--- config.mk ---
export PLATFORM = sky130hd
export DESIGN_NAME = tty_line_editor_with_input_fifo_core
export DESIGN_NICKNAME = d
export VERILOG_FILES = /design/src/sv/tle_pkg.sv /design/src/sv/tle_ram.sv /design/src/sv/tle_esc_dec.sv /design/src/sv/tty_line_editor_with_input_fifo_core.sv
export SDC_FILE = /design/constraint.sdc
export NUM_CORES = 1
export LEC_CHECK = 0
export BUFFER_PORTS_ARGS = -buffer_cell sky130_fd_sc_hd__clkbuf_2
export CORE_ASPECT_RATIO = 1.1
export CORE_MARGIN = 2
export CORE_UTILIZATION = 60
export CTS_BUF_LIST = sky130_fd_sc_hd__clkbuf_8
export DETAILED_ROUTE_END_ITERATION = 7
export PLACE_DENSITY = 0.74
export REMOVE_ABC_BUFFERS = 1
export SLEW_MARGIN = 20
export SYNTH_ARGS = -nofsm -noshare
export SYNTH_HDL_FRONTEND = slang
export SYNTH_SLANG_ARGS = --single-unit
--- constraint.sdc ---
create_clock -name clock -period 10.5 [get_ports clock]
set_input_delay 1.575 -clock clock [delete_from_list [all_inputs] [get_ports clock]]
set_output_delay 1.575 -clock clock [all_outputs]
set_load 0.05 [all_outputs]
--- src/sv/tle_pkg.sv ---
// Shared types and character, result and decoder codes for the terminal line editor.
package tle_pkg;

   // Result kinds carried on the response channel.
   localparam logic [1:0] KIND_ECHO  = 2'd0;
   localparam logic [1:0] KIND_DATA  = 2'd1;
   localparam logic [1:0] KIND_EMPTY = 2'd2;
   localparam logic [1:0] KIND_FKEY  = 2'd3;

   // Request opcodes.
   localparam logic OP_RX   = 1'b0;
   localparam logic OP_READ = 1'b1;

   // Control characters and escape sequence characters.
   localparam logic [7:0] CH_NUL = 8'h00;
   localparam logic [7:0] CH_BS  = 8'h08;
   localparam logic [7:0] CH_LF  = 8'h0A;
   localparam logic [7:0] CH_CR  = 8'h0D;
   localparam logic [7:0] CH_ESC = 8'h1B;
   localparam logic [7:0] CH_O   = 8'h4F;
   localparam logic [7:0] CH_P   = 8'h50;
   localparam logic [7:0] CH_Q   = 8'h51;
   localparam logic [7:0] CH_R   = 8'h52;
   localparam logic [7:0] CH_S   = 8'h53;

   // Escape decoder steps.
   localparam logic [1:0] ESC_IDLE = 2'd0;
   localparam logic [1:0] ESC_GOT  = 2'd1;
   localparam logic [1:0] ESC_SS3  = 2'd2;

   // Verdict of the escape decoder on one received byte.
   typedef struct packed {
      logic       pending;  // byte was consumed by an unfinished sequence
      logic       fkey;     // byte completed a function key sequence
      logic [1:0] key;      // function key number minus one
   } esc_res_type;

endpackage

--- src/sv/tle_ram.sv ---
// Simple dual-port synchronous RAM with one write port and one registered read port.
module tle_ram #(
   parameter int DEPTH = 80,
   parameter int WIDTH = 8
) (
   input  logic                     clock,
   input  logic                     wr_en,
   input  logic [$clog2(DEPTH)-1:0] wr_addr,
   input  logic [WIDTH-1:0]         wr_data,
   input  logic                     rd_en,
   input  logic [$clog2(DEPTH)-1:0] rd_addr,
   output logic [WIDTH-1:0]         rd_data
);

   logic [WIDTH-1:0] mem [DEPTH];
   logic [WIDTH-1:0] rd_data_ff;

   // Write port.
   always_ff @(posedge clock) begin
      if (wr_en) begin
         mem[wr_addr] <= wr_data;
      end
   end

   // Read port; data shows in the cycle after the address and holds until the next read.
   always_ff @(posedge clock) begin
      if (rd_en) begin
         rd_data_ff <= mem[rd_addr];
      end
   end

   assign rd_data = rd_data_ff;

endmodule

--- src/sv/tle_esc_dec.sv ---
// Escape sequence decoder that turns ESC O P/Q/R/S into function keys F1 to F4.
module tle_esc_dec (
   input  logic                clock,
   input  logic                reset,
   input  logic                step_en,
   input  logic [7:0]          rx_byte,
   output tle_pkg::esc_res_type res
);
   import tle_pkg::*;

   logic [1:0] step_ff;
   logic [1:0] step_in;

   // Verdict and next step for the byte on rx_byte.
   always_comb begin
      res     = '0;
      step_in = ESC_IDLE;
      case (step_ff)
         ESC_IDLE: begin
            if (rx_byte == CH_ESC) begin
               res.pending = 1'b1;
               step_in     = ESC_GOT;
            end
         end
         ESC_GOT: begin
            if (rx_byte == CH_O) begin
               res.pending = 1'b1;
               step_in     = ESC_SS3;
            end
         end
         ESC_SS3: begin
            // P, Q, R and S differ only in their two low bits, which give the key.
            if (rx_byte == CH_P || rx_byte == CH_Q || rx_byte == CH_R || rx_byte == CH_S) begin
               res.fkey = 1'b1;
               res.key  = rx_byte[1:0];
            end
         end
         default: begin
            step_in = ESC_IDLE;
         end
      endcase
   end

   // The step only moves on received bytes.
   always_ff @(posedge clock) begin
      if (reset) begin
         step_ff <= ESC_IDLE;
      end else if (step_en) begin
         step_ff <= step_in;
      end
   end

endmodule

--- src/sv/tty_line_editor_with_input_fifo_core.sv ---
// Top level of the canonical-mode terminal line editor with its input FIFO.
//
// Each request beat is either a received keyboard byte or a read of one character
// from the input FIFO. The edit line and the FIFO each live in a synchronous RAM
// with one read and one write port, and one request is worked on at a time. On
// Enter the line is moved into the FIFO through the single edit RAM read port at
// one character per cycle. Response stalls can hold a request. A new request is
// taken as soon as the last response beat of the previous one is loaded into the
// output register, so a waiting response does not block input. The user must write
// echo control through the csr port only while no request is in flight; the block
// itself does not enforce this. csr_ready is always high.
module tty_line_editor_with_input_fifo_core #(
   parameter int EDIT_LEN   = 80,
   parameter int FIFO_DEPTH = 80
) (
   input  logic       clock,
   input  logic       reset,
   // Request channel.
   input  logic       req_valid,
   output logic       req_stall,
   input  logic       req_opcode,
   input  logic [7:0] req_rx_byte,
   // Response channel.
   output logic       rsp_valid,
   input  logic       rsp_stall,
   output logic [1:0] rsp_result_kind,
   output logic [7:0] rsp_data_byte,
   output logic [1:0] rsp_fn_key,
   output logic       rsp_last,
   // Configuration write channel.
   input  logic       csr_valid,
   output logic       csr_ready,
   input  logic       csr_echo_enable
);
   import tle_pkg::*;

   localparam int EW    = $clog2(EDIT_LEN);
   localparam int FILLW = $clog2(EDIT_LEN + 1);
   localparam int FW    = $clog2(FIFO_DEPTH);
   localparam int LW    = $clog2(FIFO_DEPTH + 1);

   localparam logic [FILLW-1:0] FILL_MAX = FILLW'(EDIT_LEN);
   localparam logic [FW-1:0]    POS_LAST = FW'(FIFO_DEPTH - 1);
   localparam logic [LW-1:0]    LVL_MAX  = LW'(FIFO_DEPTH);

   // Sequencer states.
   localparam logic [2:0] ST_IDLE    = 3'd0;
   localparam logic [2:0] ST_KEY     = 3'd1;
   localparam logic [2:0] ST_RD      = 3'd2;
   localparam logic [2:0] ST_RD_EMIT = 3'd3;
   localparam logic [2:0] ST_COPY    = 3'd4;
   localparam logic [2:0] ST_PUSH_NL = 3'd5;
   localparam logic [2:0] ST_ECHO_CR = 3'd6;
   localparam logic [2:0] ST_ECHO_LF = 3'd7;

   logic [2:0]       state_ff, state_in;
   logic             op_ff, op_in;
   logic [7:0]       byte_ff, byte_in;
   esc_res_type      esc_ff, esc_in;
   logic [FILLW-1:0] fill_ff, fill_in;
   logic [FILLW-1:0] cnt_ff, cnt_in;
   logic             rvld_ff, rvld_in;
   logic [FW-1:0]    wr_pos_ff, wr_pos_in;
   logic [FW-1:0]    rd_pos_ff, rd_pos_in;
   logic [LW-1:0]    level_ff, level_in;
   logic             echo_ff;

   logic             rsp_valid_ff, rsp_valid_in;
   logic [1:0]       rsp_kind_ff, rsp_kind_in;
   logic [7:0]       rsp_data_ff, rsp_data_in;
   logic [1:0]       rsp_key_ff, rsp_key_in;
   logic             rsp_last_ff, rsp_last_in;

   logic             req_accept;
   logic             out_free;
   esc_res_type      esc_res;

   logic             edit_we;
   logic             edit_re;
   logic [7:0]       edit_rdata;
   logic             fifo_we;
   logic [7:0]       fifo_wdata;
   logic             fifo_re;
   logic [7:0]       fifo_rdata;

   logic             emit;
   logic [1:0]       emit_kind;
   logic [7:0]       emit_data;
   logic [1:0]       emit_key;
   logic             emit_last;

   assign req_stall  = (state_ff != ST_IDLE);
   assign req_accept = req_valid && !req_stall;
   assign out_free   = !rsp_valid_ff || !rsp_stall;
   assign csr_ready  = 1'b1;

   // Edit line storage, indexed by fill level on write and copy count on read.
   tle_ram #(
      .DEPTH(EDIT_LEN),
      .WIDTH(8)
   ) u_edit_ram (
      .clock  (clock),
      .wr_en  (edit_we),
      .wr_addr(fill_ff[EW-1:0]),
      .wr_data(byte_ff),
      .rd_en  (edit_re),
      .rd_addr(cnt_ff[EW-1:0]),
      .rd_data(edit_rdata)
   );

   // Input FIFO storage; pushes and pops are never in the same cycle.
   tle_ram #(
      .DEPTH(FIFO_DEPTH),
      .WIDTH(8)
   ) u_fifo_ram (
      .clock  (clock),
      .wr_en  (fifo_we),
      .wr_addr(wr_pos_ff),
      .wr_data(fifo_wdata),
      .rd_en  (fifo_re),
      .rd_addr(rd_pos_ff),
      .rd_data(fifo_rdata)
   );

   // Escape decoder sees the request byte and steps only on received bytes.
   tle_esc_dec u_esc_dec (
      .clock  (clock),
      .reset  (reset),
      .step_en(req_accept && (req_opcode == OP_RX)),
      .rx_byte(req_rx_byte),
      .res    (esc_res)
   );

   // Request sequencer. Edit RAM and FIFO RAM accesses are ordered by state, so a
   // read never meets a write to the same entry and no forwarding is needed.
   always_comb begin
      state_in   = state_ff;
      op_in      = op_ff;
      byte_in    = byte_ff;
      esc_in     = esc_ff;
      fill_in    = fill_ff;
      cnt_in     = cnt_ff;
      rvld_in    = rvld_ff;
      wr_pos_in  = wr_pos_ff;
      rd_pos_in  = rd_pos_ff;
      level_in   = level_ff;
      edit_we    = 1'b0;
      edit_re    = 1'b0;
      fifo_we    = 1'b0;
      fifo_wdata = CH_LF;
      fifo_re    = 1'b0;
      emit       = 1'b0;
      emit_kind  = KIND_ECHO;
      emit_data  = CH_NUL;
      emit_key   = 2'd0;
      emit_last  = 1'b1;

      case (state_ff)
         ST_IDLE: begin
            if (req_accept) begin
               op_in    = req_opcode;
               byte_in  = req_rx_byte;
               esc_in   = esc_res;
               state_in = (req_opcode == OP_READ) ? ST_RD : ST_KEY;
            end
         end
         ST_RD: begin
            if (out_free) begin
               if (level_ff == '0) begin
                  emit      = 1'b1;
                  emit_kind = KIND_EMPTY;
                  state_in  = ST_IDLE;
               end else begin
                  fifo_re   = 1'b1;
                  rd_pos_in = (rd_pos_ff == POS_LAST) ? '0 : rd_pos_ff + 1'b1;
                  level_in  = level_ff - 1'b1;
                  state_in  = ST_RD_EMIT;
               end
            end
         end
         ST_RD_EMIT: begin
            if (out_free) begin
               emit      = 1'b1;
               emit_kind = KIND_DATA;
               emit_data = fifo_rdata;
               state_in  = ST_IDLE;
            end
         end
         ST_KEY: begin
            if (esc_ff.pending) begin
               state_in = ST_IDLE;
            end else if (out_free) begin
               if (esc_ff.fkey) begin
                  emit      = 1'b1;
                  emit_kind = KIND_FKEY;
                  emit_key  = esc_ff.key;
                  state_in  = ST_IDLE;
               end else if (byte_ff == CH_CR || byte_ff == CH_LF) begin
                  cnt_in   = '0;
                  rvld_in  = 1'b0;
                  state_in = ST_COPY;
               end else if (byte_ff == CH_BS) begin
                  if (fill_ff != '0) begin
                     fill_in   = fill_ff - 1'b1;
                     emit      = echo_ff;
                     emit_data = CH_BS;
                  end
                  state_in = ST_IDLE;
               end else begin
                  // A full line drops the byte but still echoes it.
                  if (fill_ff < FILL_MAX) begin
                     edit_we = 1'b1;
                     fill_in = fill_ff + 1'b1;
                  end
                  emit      = echo_ff && (byte_ff != CH_NUL);
                  emit_data = byte_ff;
                  state_in  = ST_IDLE;
               end
            end
         end
         ST_COPY: begin
            // One edit RAM read issued per cycle; the previous read's byte is pushed.
            if (rvld_ff && (edit_rdata == CH_NUL)) begin
               rvld_in  = 1'b0;
               state_in = ST_PUSH_NL;
            end else begin
               if (rvld_ff) begin
                  fifo_we    = 1'b1;
                  fifo_wdata = edit_rdata;
               end
               if (cnt_ff < fill_ff) begin
                  edit_re = 1'b1;
                  cnt_in  = cnt_ff + 1'b1;
                  rvld_in = 1'b1;
               end else begin
                  rvld_in = 1'b0;
                  if (!rvld_ff) begin
                     state_in = ST_PUSH_NL;
                  end
               end
            end
         end
         ST_PUSH_NL: begin
            fifo_we    = 1'b1;
            fifo_wdata = CH_LF;
            fill_in    = '0;
            state_in   = echo_ff ? ST_ECHO_CR : ST_IDLE;
         end
         ST_ECHO_CR: begin
            if (out_free) begin
               emit      = 1'b1;
               emit_data = CH_CR;
               emit_last = 1'b0;
               state_in  = ST_ECHO_LF;
            end
         end
         ST_ECHO_LF: begin
            if (out_free) begin
               emit      = 1'b1;
               emit_data = CH_LF;
               state_in  = ST_IDLE;
            end
         end
         default: begin
            state_in = ST_IDLE;
         end
      endcase

      // A push into a full FIFO drops the oldest entry.
      if (fifo_we) begin
         wr_pos_in = (wr_pos_ff == POS_LAST) ? '0 : wr_pos_ff + 1'b1;
         if (level_ff < LVL_MAX) begin
            level_in = level_ff + 1'b1;
         end else begin
            rd_pos_in = (rd_pos_ff == POS_LAST) ? '0 : rd_pos_ff + 1'b1;
         end
      end
   end

   // Output register loads a new beat or empties when its beat is taken.
   always_comb begin
      rsp_valid_in = rsp_valid_ff;
      rsp_kind_in  = rsp_kind_ff;
      rsp_data_in  = rsp_data_ff;
      rsp_key_in   = rsp_key_ff;
      rsp_last_in  = rsp_last_ff;
      if (emit) begin
         rsp_valid_in = 1'b1;
         rsp_kind_in  = emit_kind;
         rsp_data_in  = emit_data;
         rsp_key_in   = emit_key;
         rsp_last_in  = emit_last;
      end else if (!rsp_stall) begin
         rsp_valid_in = 1'b0;
      end
   end

   // Control registers.
   always_ff @(posedge clock) begin
      if (reset) begin
         state_ff     <= ST_IDLE;
         fill_ff      <= '0;
         cnt_ff       <= '0;
         rvld_ff      <= 1'b0;
         wr_pos_ff    <= '0;
         rd_pos_ff    <= '0;
         level_ff     <= '0;
         rsp_valid_ff <= 1'b0;
         echo_ff      <= 1'b1;
      end else begin
         state_ff     <= state_in;
         fill_ff      <= fill_in;
         cnt_ff       <= cnt_in;
         rvld_ff      <= rvld_in;
         wr_pos_ff    <= wr_pos_in;
         rd_pos_ff    <= rd_pos_in;
         level_ff     <= level_in;
         rsp_valid_ff <= rsp_valid_in;
         if (csr_valid && csr_ready) begin
            echo_ff <= csr_echo_enable;
         end
      end
   end

   // Payload registers.
   always_ff @(posedge clock) begin
      op_ff       <= op_in;
      byte_ff     <= byte_in;
      esc_ff      <= esc_in;
      rsp_kind_ff <= rsp_kind_in;
      rsp_data_ff <= rsp_data_in;
      rsp_key_ff  <= rsp_key_in;
      rsp_last_ff <= rsp_last_in;
   end

   assign rsp_valid       = rsp_valid_ff;
   assign rsp_result_kind = rsp_kind_ff;
   assign rsp_data_byte   = rsp_data_ff;
   assign rsp_fn_key      = rsp_key_ff;
   assign rsp_last        = rsp_last_ff;

`ifndef SYNTHESIS
   // The FIFO level never exceeds its depth.
   a_level_bound: assert property (@(posedge clock) disable iff (reset)
      level_ff <= LVL_MAX)
      else $error("fifo level above depth");

   // The edit line never holds more than its length.
   a_fill_bound: assert property (@(posedge clock) disable iff (reset)
      fill_ff <= FILL_MAX)
      else $error("edit fill above line length");

   // A FIFO pop only happens on a read request with data queued.
   a_pop_nonempty: assert property (@(posedge clock) disable iff (reset)
      fifo_re |-> (level_ff != '0) && (op_ff == OP_READ))
      else $error("fifo popped while empty or outside a read");

   // Memory writes never happen while a new request may be accepted.
   a_idle_quiet: assert property (@(posedge clock) disable iff (reset)
      (state_ff == ST_IDLE) |-> !fifo_we && !edit_we)
      else $error("memory write while idle");
`endif

endmodule
# --- Word level (Yosys, flattened, before mapping) ---
# Memories as Yosys holds them, arrays and structs flattened. A register that Yosys moved wholly into a read port is not among the register bits.
# Cells that the tools add are included.
totals:
  inputBits: 15
  wordCells: 208
  memories: 2
  mem_bits_rw: 1280
  ff_bits: 68
classes:
  n_eq_ne: 37
  n_addsub: 7
  n_mux: 107
  magnitude_cmp: 3
  reduce_logical: 30
  bitwise_logic: 4
memory_table:
  columns: ["memory", "words", "width", "read_ports", "rd_ports_with_merged_regs", "write_ports", "line", "text"]
  rows:
  - ["u_edit_ram.mem", 80, 8, 1, 1, 1, "tle_ram.sv:15", "logic [WIDTH-1:0] mem [DEPTH];"]
  - ["u_fifo_ram.mem", 80, 8, 1, 1, 1, "tle_ram.sv:15", null]
op_table:
  columns: ["op", "n"]
  rows:
  - ["$mux W7", 25]
  - ["$mux W8", 9]
  - ["$eq A8 B7 Y1 const B", 5]
  - ["$mux W1", 39]
  - ["$mux W3", 13]
  - ["$add A7 B1 Y7 const B", 5]
  - ["$pmux W8 S4", 1]
  - ["$pmux W7 S2", 2]
  - ["$eq A8 B4 Y1 const B", 3]
  - ["$pmux W3 S7", 1]
  - ["$reduce_and A7 Y1", 3]
  - ["$ne A2 B2 Y1 const B", 10]
  - ["$mux W2", 8]
  - ["$ne A3 B3 Y1 const B", 5]
  - ["$eq A7 B7 Y1 const B", 2]
  - ["$lt A7 B7 Y1 const B", 2]
  - ["$sub A7 B1 Y7 const B", 2]
  - ["$eq A3 B3 Y1 const B", 4]
  - ["$mux W4", 3]
  - ["$eq A8 B5 Y1 const B", 1]
  - ["$logic_not A8 Y1", 1]
  - ["$reduce_bool A8 Y1", 1]
  - ["$logic_not A7 Y1", 1]
  - ["$lt A7 B7 Y1", 1]
  - ["other kinds (23)", 41]

# --- Logic depth before layout (Yosys ltp) ---
logic_depth:
  word_depth: 10
  mapped_depth: 10
  depth_no_buf: 9

# --- Modules after synthesis ---
# A second synthesis with hierarchy kept.
unflattened:
  hier_cells: 2661
  hier_area_um2: 54043.1
modules_own_cells:
  columns: ["module", "area_per_inst_um2", "seq_area_each_um2", "cells_each", "instances"]
  rows:
  - ["tle_ram at u_edit_ram", 24999.0, 19458.7, 1117, 1]
  - ["tle_ram at u_fifo_ram", 24982.7, 19458.7, 1112, 1]
  - ["tty_line_editor_with_input_fifo_core", 3905.0, 1571.5, 412, 1]
  - ["tle_esc_dec", 156.4, 40.0, 20, 1]

# --- Worst setup path before layout ---
# Ideal clock, no wire load.
synth_timing:
  kind: "input port to flip-flop"
  start: "in rsp_stall"
  end: "mem u_edit_ram.mem[26][0] (enable)"
  path_buffers: 0
  t_required_ns: 10.130
  arrival_ns: 3.011
  setup_slack_ns: 7.119
  path_stages: 6
  cell_sequence: "and2_1 > nor3_2 > nand3_1 > nor2_1 > nand3_1 > nor2_1"
synth_via:
  elab_chain_len: 7
synth_rtl:
  columns: ["item", "line", "text"]
  rows:
  - ["from (decl)", "tty_line_editor_with_input_fifo_core.sv:25", "input logic rsp_stall,"]
  - ["$logic_not A1 Y1", null, null]
  - ["$logic_or A1 B1 Y1", "tty_line_editor_with_input_fifo_core.sv:94", "assign out_free = !rsp_valid_ff || !rsp_stall;"]
  - ["$mux W1", "tty_line_editor_with_input_fifo_core.sv:192", "end else if (out_free) begin"]
  - ["$mux W1", "tty_line_editor_with_input_fifo_core.sv:190", "if (esc_ff.pending) begin"]
  - ["$mux W1", "tty_line_editor_with_input_fifo_core.sv:158", "case (state_ff)"]
  - ["$mux W1", "tle_ram.sv:20", "if (wr_en) begin"]
  - ["$mux W1 (not written as such)", "tle_ram.sv:21", "mem[wr_addr] <= wr_data;"]
  - ["to (decl)", "tle_ram.sv:15", null]
# No other way between the ends.

# --- Worst setup path after layout ---
layout_timing:
  start: "reg cnt_ff[0]"
  end: "reg u_edit_ram.rd_data_ff[5], in the netlist u_edit_ram.rd_data[5], read port of u_edit_ram.mem (data pin)"
layout_via:
  elab_chain_len: 4
layout_rtl:
  columns: ["item", "line", "text"]
  rows:
  - ["from (decl)", "tty_line_editor_with_input_fifo_core.sv:61", "logic [FILLW-1:0] cnt_ff, cnt_in;"]
  - ["from (signal assigned)", "tty_line_editor_with_input_fifo_core.sv:313", "cnt_ff <= cnt_in;"]
  - ["$lt A7 B7 Y1", "tty_line_editor_with_input_fifo_core.sv:231", "if (cnt_ff < fill_ff) begin"]
  - ["$mux W1", "tty_line_editor_with_input_fifo_core.sv:231", null]
  - ["$mux W1", "tty_line_editor_with_input_fifo_core.sv:223", "if (rvld_ff && (edit_rdata == CH_NUL)) begin"]
  - ["$mux W1", "tty_line_editor_with_input_fifo_core.sv:158", null]
  - ["to (decl)", "tle_ram.sv:16", "logic [WIDTH-1:0] rd_data_ff;"]
# Parallel ways exist; a longest one is shown, timed or not.
# A chain may end at the register's enable or synchronous reset.

==> results.md <==
* Crit-path cells: buf_4, buf_4, mux4_2, a22o_1, a2111oi_0, a211oi_1, o32a_1
* Most frequent cells in the layout: 1321 x edfxtp_1, 301 x mux4_2, 226 x nor2_1
* Rows at 115
* Worst path arrival time at 4.94 ns
* Clk_lat worst skew at 0.86 ns
* Worst hold path type: reg -> reg
* Final WL at 126000 µm
* Area of the die at 92400 µm²
* CP Data Required Time at 11.10 ns
* Total grt overflow at 0
* Leakage power at 0.0196 µW
* Worst-path maximum fanout at 40
* Mapped Avg Cell Area at 19.6 µm²
* Sequential share of the synthesized area at 75.0%
* Slew @ Worst Pin at 1.23 ns
* First-pass GRT wire length at 185000 µm
* Vias in the first global route at 28100
* Slowest cell on crit path: buf_4
* Peak supply drop at 136 µV
* GRT Total Usage at 27.4%
* Post-synth top flop: edfxtp_1
* Num CTS Buffers at 200
* WL per Instance at 29.8 µm
* Dpl cells at 3852
* CTS tree: yes
* Commonest non-fill, non-tap cell in the layout: edfxtp_1
* Root Driver: clkbuf_8
* Final Skew at 0.0454 ns
* Initial DRC count at 3124
* Max Clk Rate at 230 MHz
* Number of synthesized flops with an enable pin at 1321
* Number of routed nets with antenna violations at 0
* Synthesized area at 54000 µm²
* Max stage delay on crit path at 0.73 ns
* Post_cts resized at 0
* Tmin final at 4.35 ns
* Period Utilization, post-route at 41.4%
* Synth-to-layout area growth at 9.68%
* Synth warn at 0
* Die Ht at 319 µm
* GP Congestion at 0.934
* Final hold vios at 0
* Die width at 290 µm
* Setup ws final at 6.15 ns
* Post-synthesis cell count at 2750
* Initial core utilization at 60.5%
* Clock transition at the registers of the reported paths at 0.07 ns
* H-tree levels at 4
* RSZ-0062 raised after global routing: false
* Crit end category: register
* Pwr Total at 10400 µW
* Fin. max-slew vios at 0
* Max-cap violations at 0
* Largest net degree at the start of global routing at 81
* Final setup violation count at 0
* Share of synthesized registers carrying an async set or reset at 0%
* Status: completed
* Critical Path Source Type: register
* Antenna violations before repair at 1
* Final non-filler cell total at 4225
* PortBufs at 29
* Post-CTS Hold Fix Bufs at 0
* Number of synthesized register bits at 1364
* Post-CTS setup buffer count at 0
* I/O Pins at 31
* Core area at 89400 µm²
* Fraction of layout cells with a size suffix above 1 at 21.8%
* Kind of critical path: reg -> reg
* Final TNS setup at 0 ns
* Via-per-instance ratio at 6.63
* Routed vias at 28000
* CTS Buffer Depth at 3
* Nets@finish at 2916
* Clk sinks at 1364
* Cell variety after synth at 76
* Hpwl dp at 76800 µm
* Most used cell along the critical path: buf_4
* Post-route DRC at 0
* PD cells at 175 nW/µm²
* Drt pass-1 iters at 6
* Slew margin rel. at 17.7%
* Dpl ws at 5.57 ns
[path summary, 6_finish.rpt]
| kind | start | endpoint | slack [ns] | cells past startpoint |
|---|---|---|---|---|
| max | cnt_ff[0]$_SDFFE_PP0P_ | u_edit_ram.rd_data[5]$_DFFE_PN_ | 6.15 | 7 |
| min | rvld_ff$_SDFFE_PP0P_ | rvld_ff$_SDFFE_PP0P_ | 0.53 | 2 |
| max reg2reg | cnt_ff[0]$_SDFFE_PP0P_ | u_edit_ram.rd_data[5]$_DFFE_PN_ | 6.15 | 7 |
| min reg2reg | rvld_ff$_SDFFE_PP0P_ | rvld_ff$_SDFFE_PP0P_ | 0.53 | 2 |
[kinds of logic (layout without fill, tap and decap cells)]
group / after synthesis / after routing / share of synthesized area (%)
fa+ha+maj: 17 / 17 / 0.408
buf+inv: 163 / 466 / 1.46
compound gates: 273 / 273 / 3.55
xor+xnor: 14 / 14 / 0.227
simple gates: 483 / 483 / 4.26
flops: 1364 / 1364 / 75.0
other cells: 1 / 3 / 0.00694
mux: 435 / 435 / 15.1
[power breakdown]
group	internal [µW]	total, µW	leakage [µW]	switching, µW
registers	5970	6000	0.0139	26.3
clock network	2150	4150	0.00221	2000
logic	51.9	235	0.00346	183
total	8170	10400	0.0196	2210
[worst max-delay path: cells and delay by family, from the launching register on]
| kind | cells | cell delay, ns |
|---|---|---|
| AOI/OAI and AO/OA | 4 | 1.37 |
| buffers and inverters | 2 | 1.42 |
| muxes | 1 | 0.60 |
| DFF | 1 | 0.64 |
[area by class of cell]
| cell class | count | area [µm²] |
|---|---|---|
| tap | 1170 | 1460 |
| clock buffer | 208 | 2860 |
| fill | 5703 | 30100 |
| timing repair buffer | 75 | 490 |
| inverter | 20 | 75.1 |
| sequential | 1364 | 40500 |
| multi-input combinational | 1223 | 12700 |
| antenna | 2 | 5.00 |
| clock inverter | 163 | 1060 |
[through the flow]
step                      utilization (%)  area (µm²)  hold WS (ns)
final                                66.3       59200         0.526
after global routing                 66.3       59200         0.551
after CTS                            66.3       59200         0.525
after detailed placement             61.9       55300         0.510
after global placement               61.9       55300         0.474
after floorplan                         -       53300         0.451
[cells in the mapped netlist, types with 17 or more instances]
library cell  number  share of area, %
o22ai_1           25              0.29
a21oi_1           42              0.39
dfxtp_1           43               1.6
nand3_1           39              0.36
nor2_1           227               1.6
buf_2             54              0.50
o21ai_0           44              0.41
nor2b_1           18              0.21
mux2i_1          125               2.3
nor3_1            25              0.23
mux4_2           301                13
a211oi_1          32              0.44
edfxtp_1        1321                73
inv_1             18              0.13
clkbuf_1          61              0.42
nand2_1           72              0.50
nand2b_1          21              0.24
a22o_1            17              0.28
[metal layers]
| metal | GRT usage (%) | share of wire [%] | vias up |
|---|---|---|---|
| met1 | 36.6 | 37 | 14400 |
| met5 | 0 | 0 | - |
| met2 | 44.6 | 50 | 1660 |
| met3 | 5.07 | 8.4 | 313 |
| li1 | - | - | 11600 |
| met4 | 12.8 | 4.6 | 0 |
[registers in the layout, summed over array words and instances, names as in the netlist, 2 cells and up]
register and count:
u_fifo_ram.mem 640, fill_ff 7, wr_pos_ff 7, u_edit_ram.rd_data 8, rsp_fn_key 2, level_ff 7, rsp_data_byte 8, byte_ff 8
cnt_ff 7, rd_pos_ff 7, u_edit_ram.mem 640, esc_ff 4, u_esc_dec.step_ff 2, rsp_result_kind 2, u_fifo_ram.rd_data 8, state_ff 3
No activity file was read; power rests on OpenSTA's default activity.
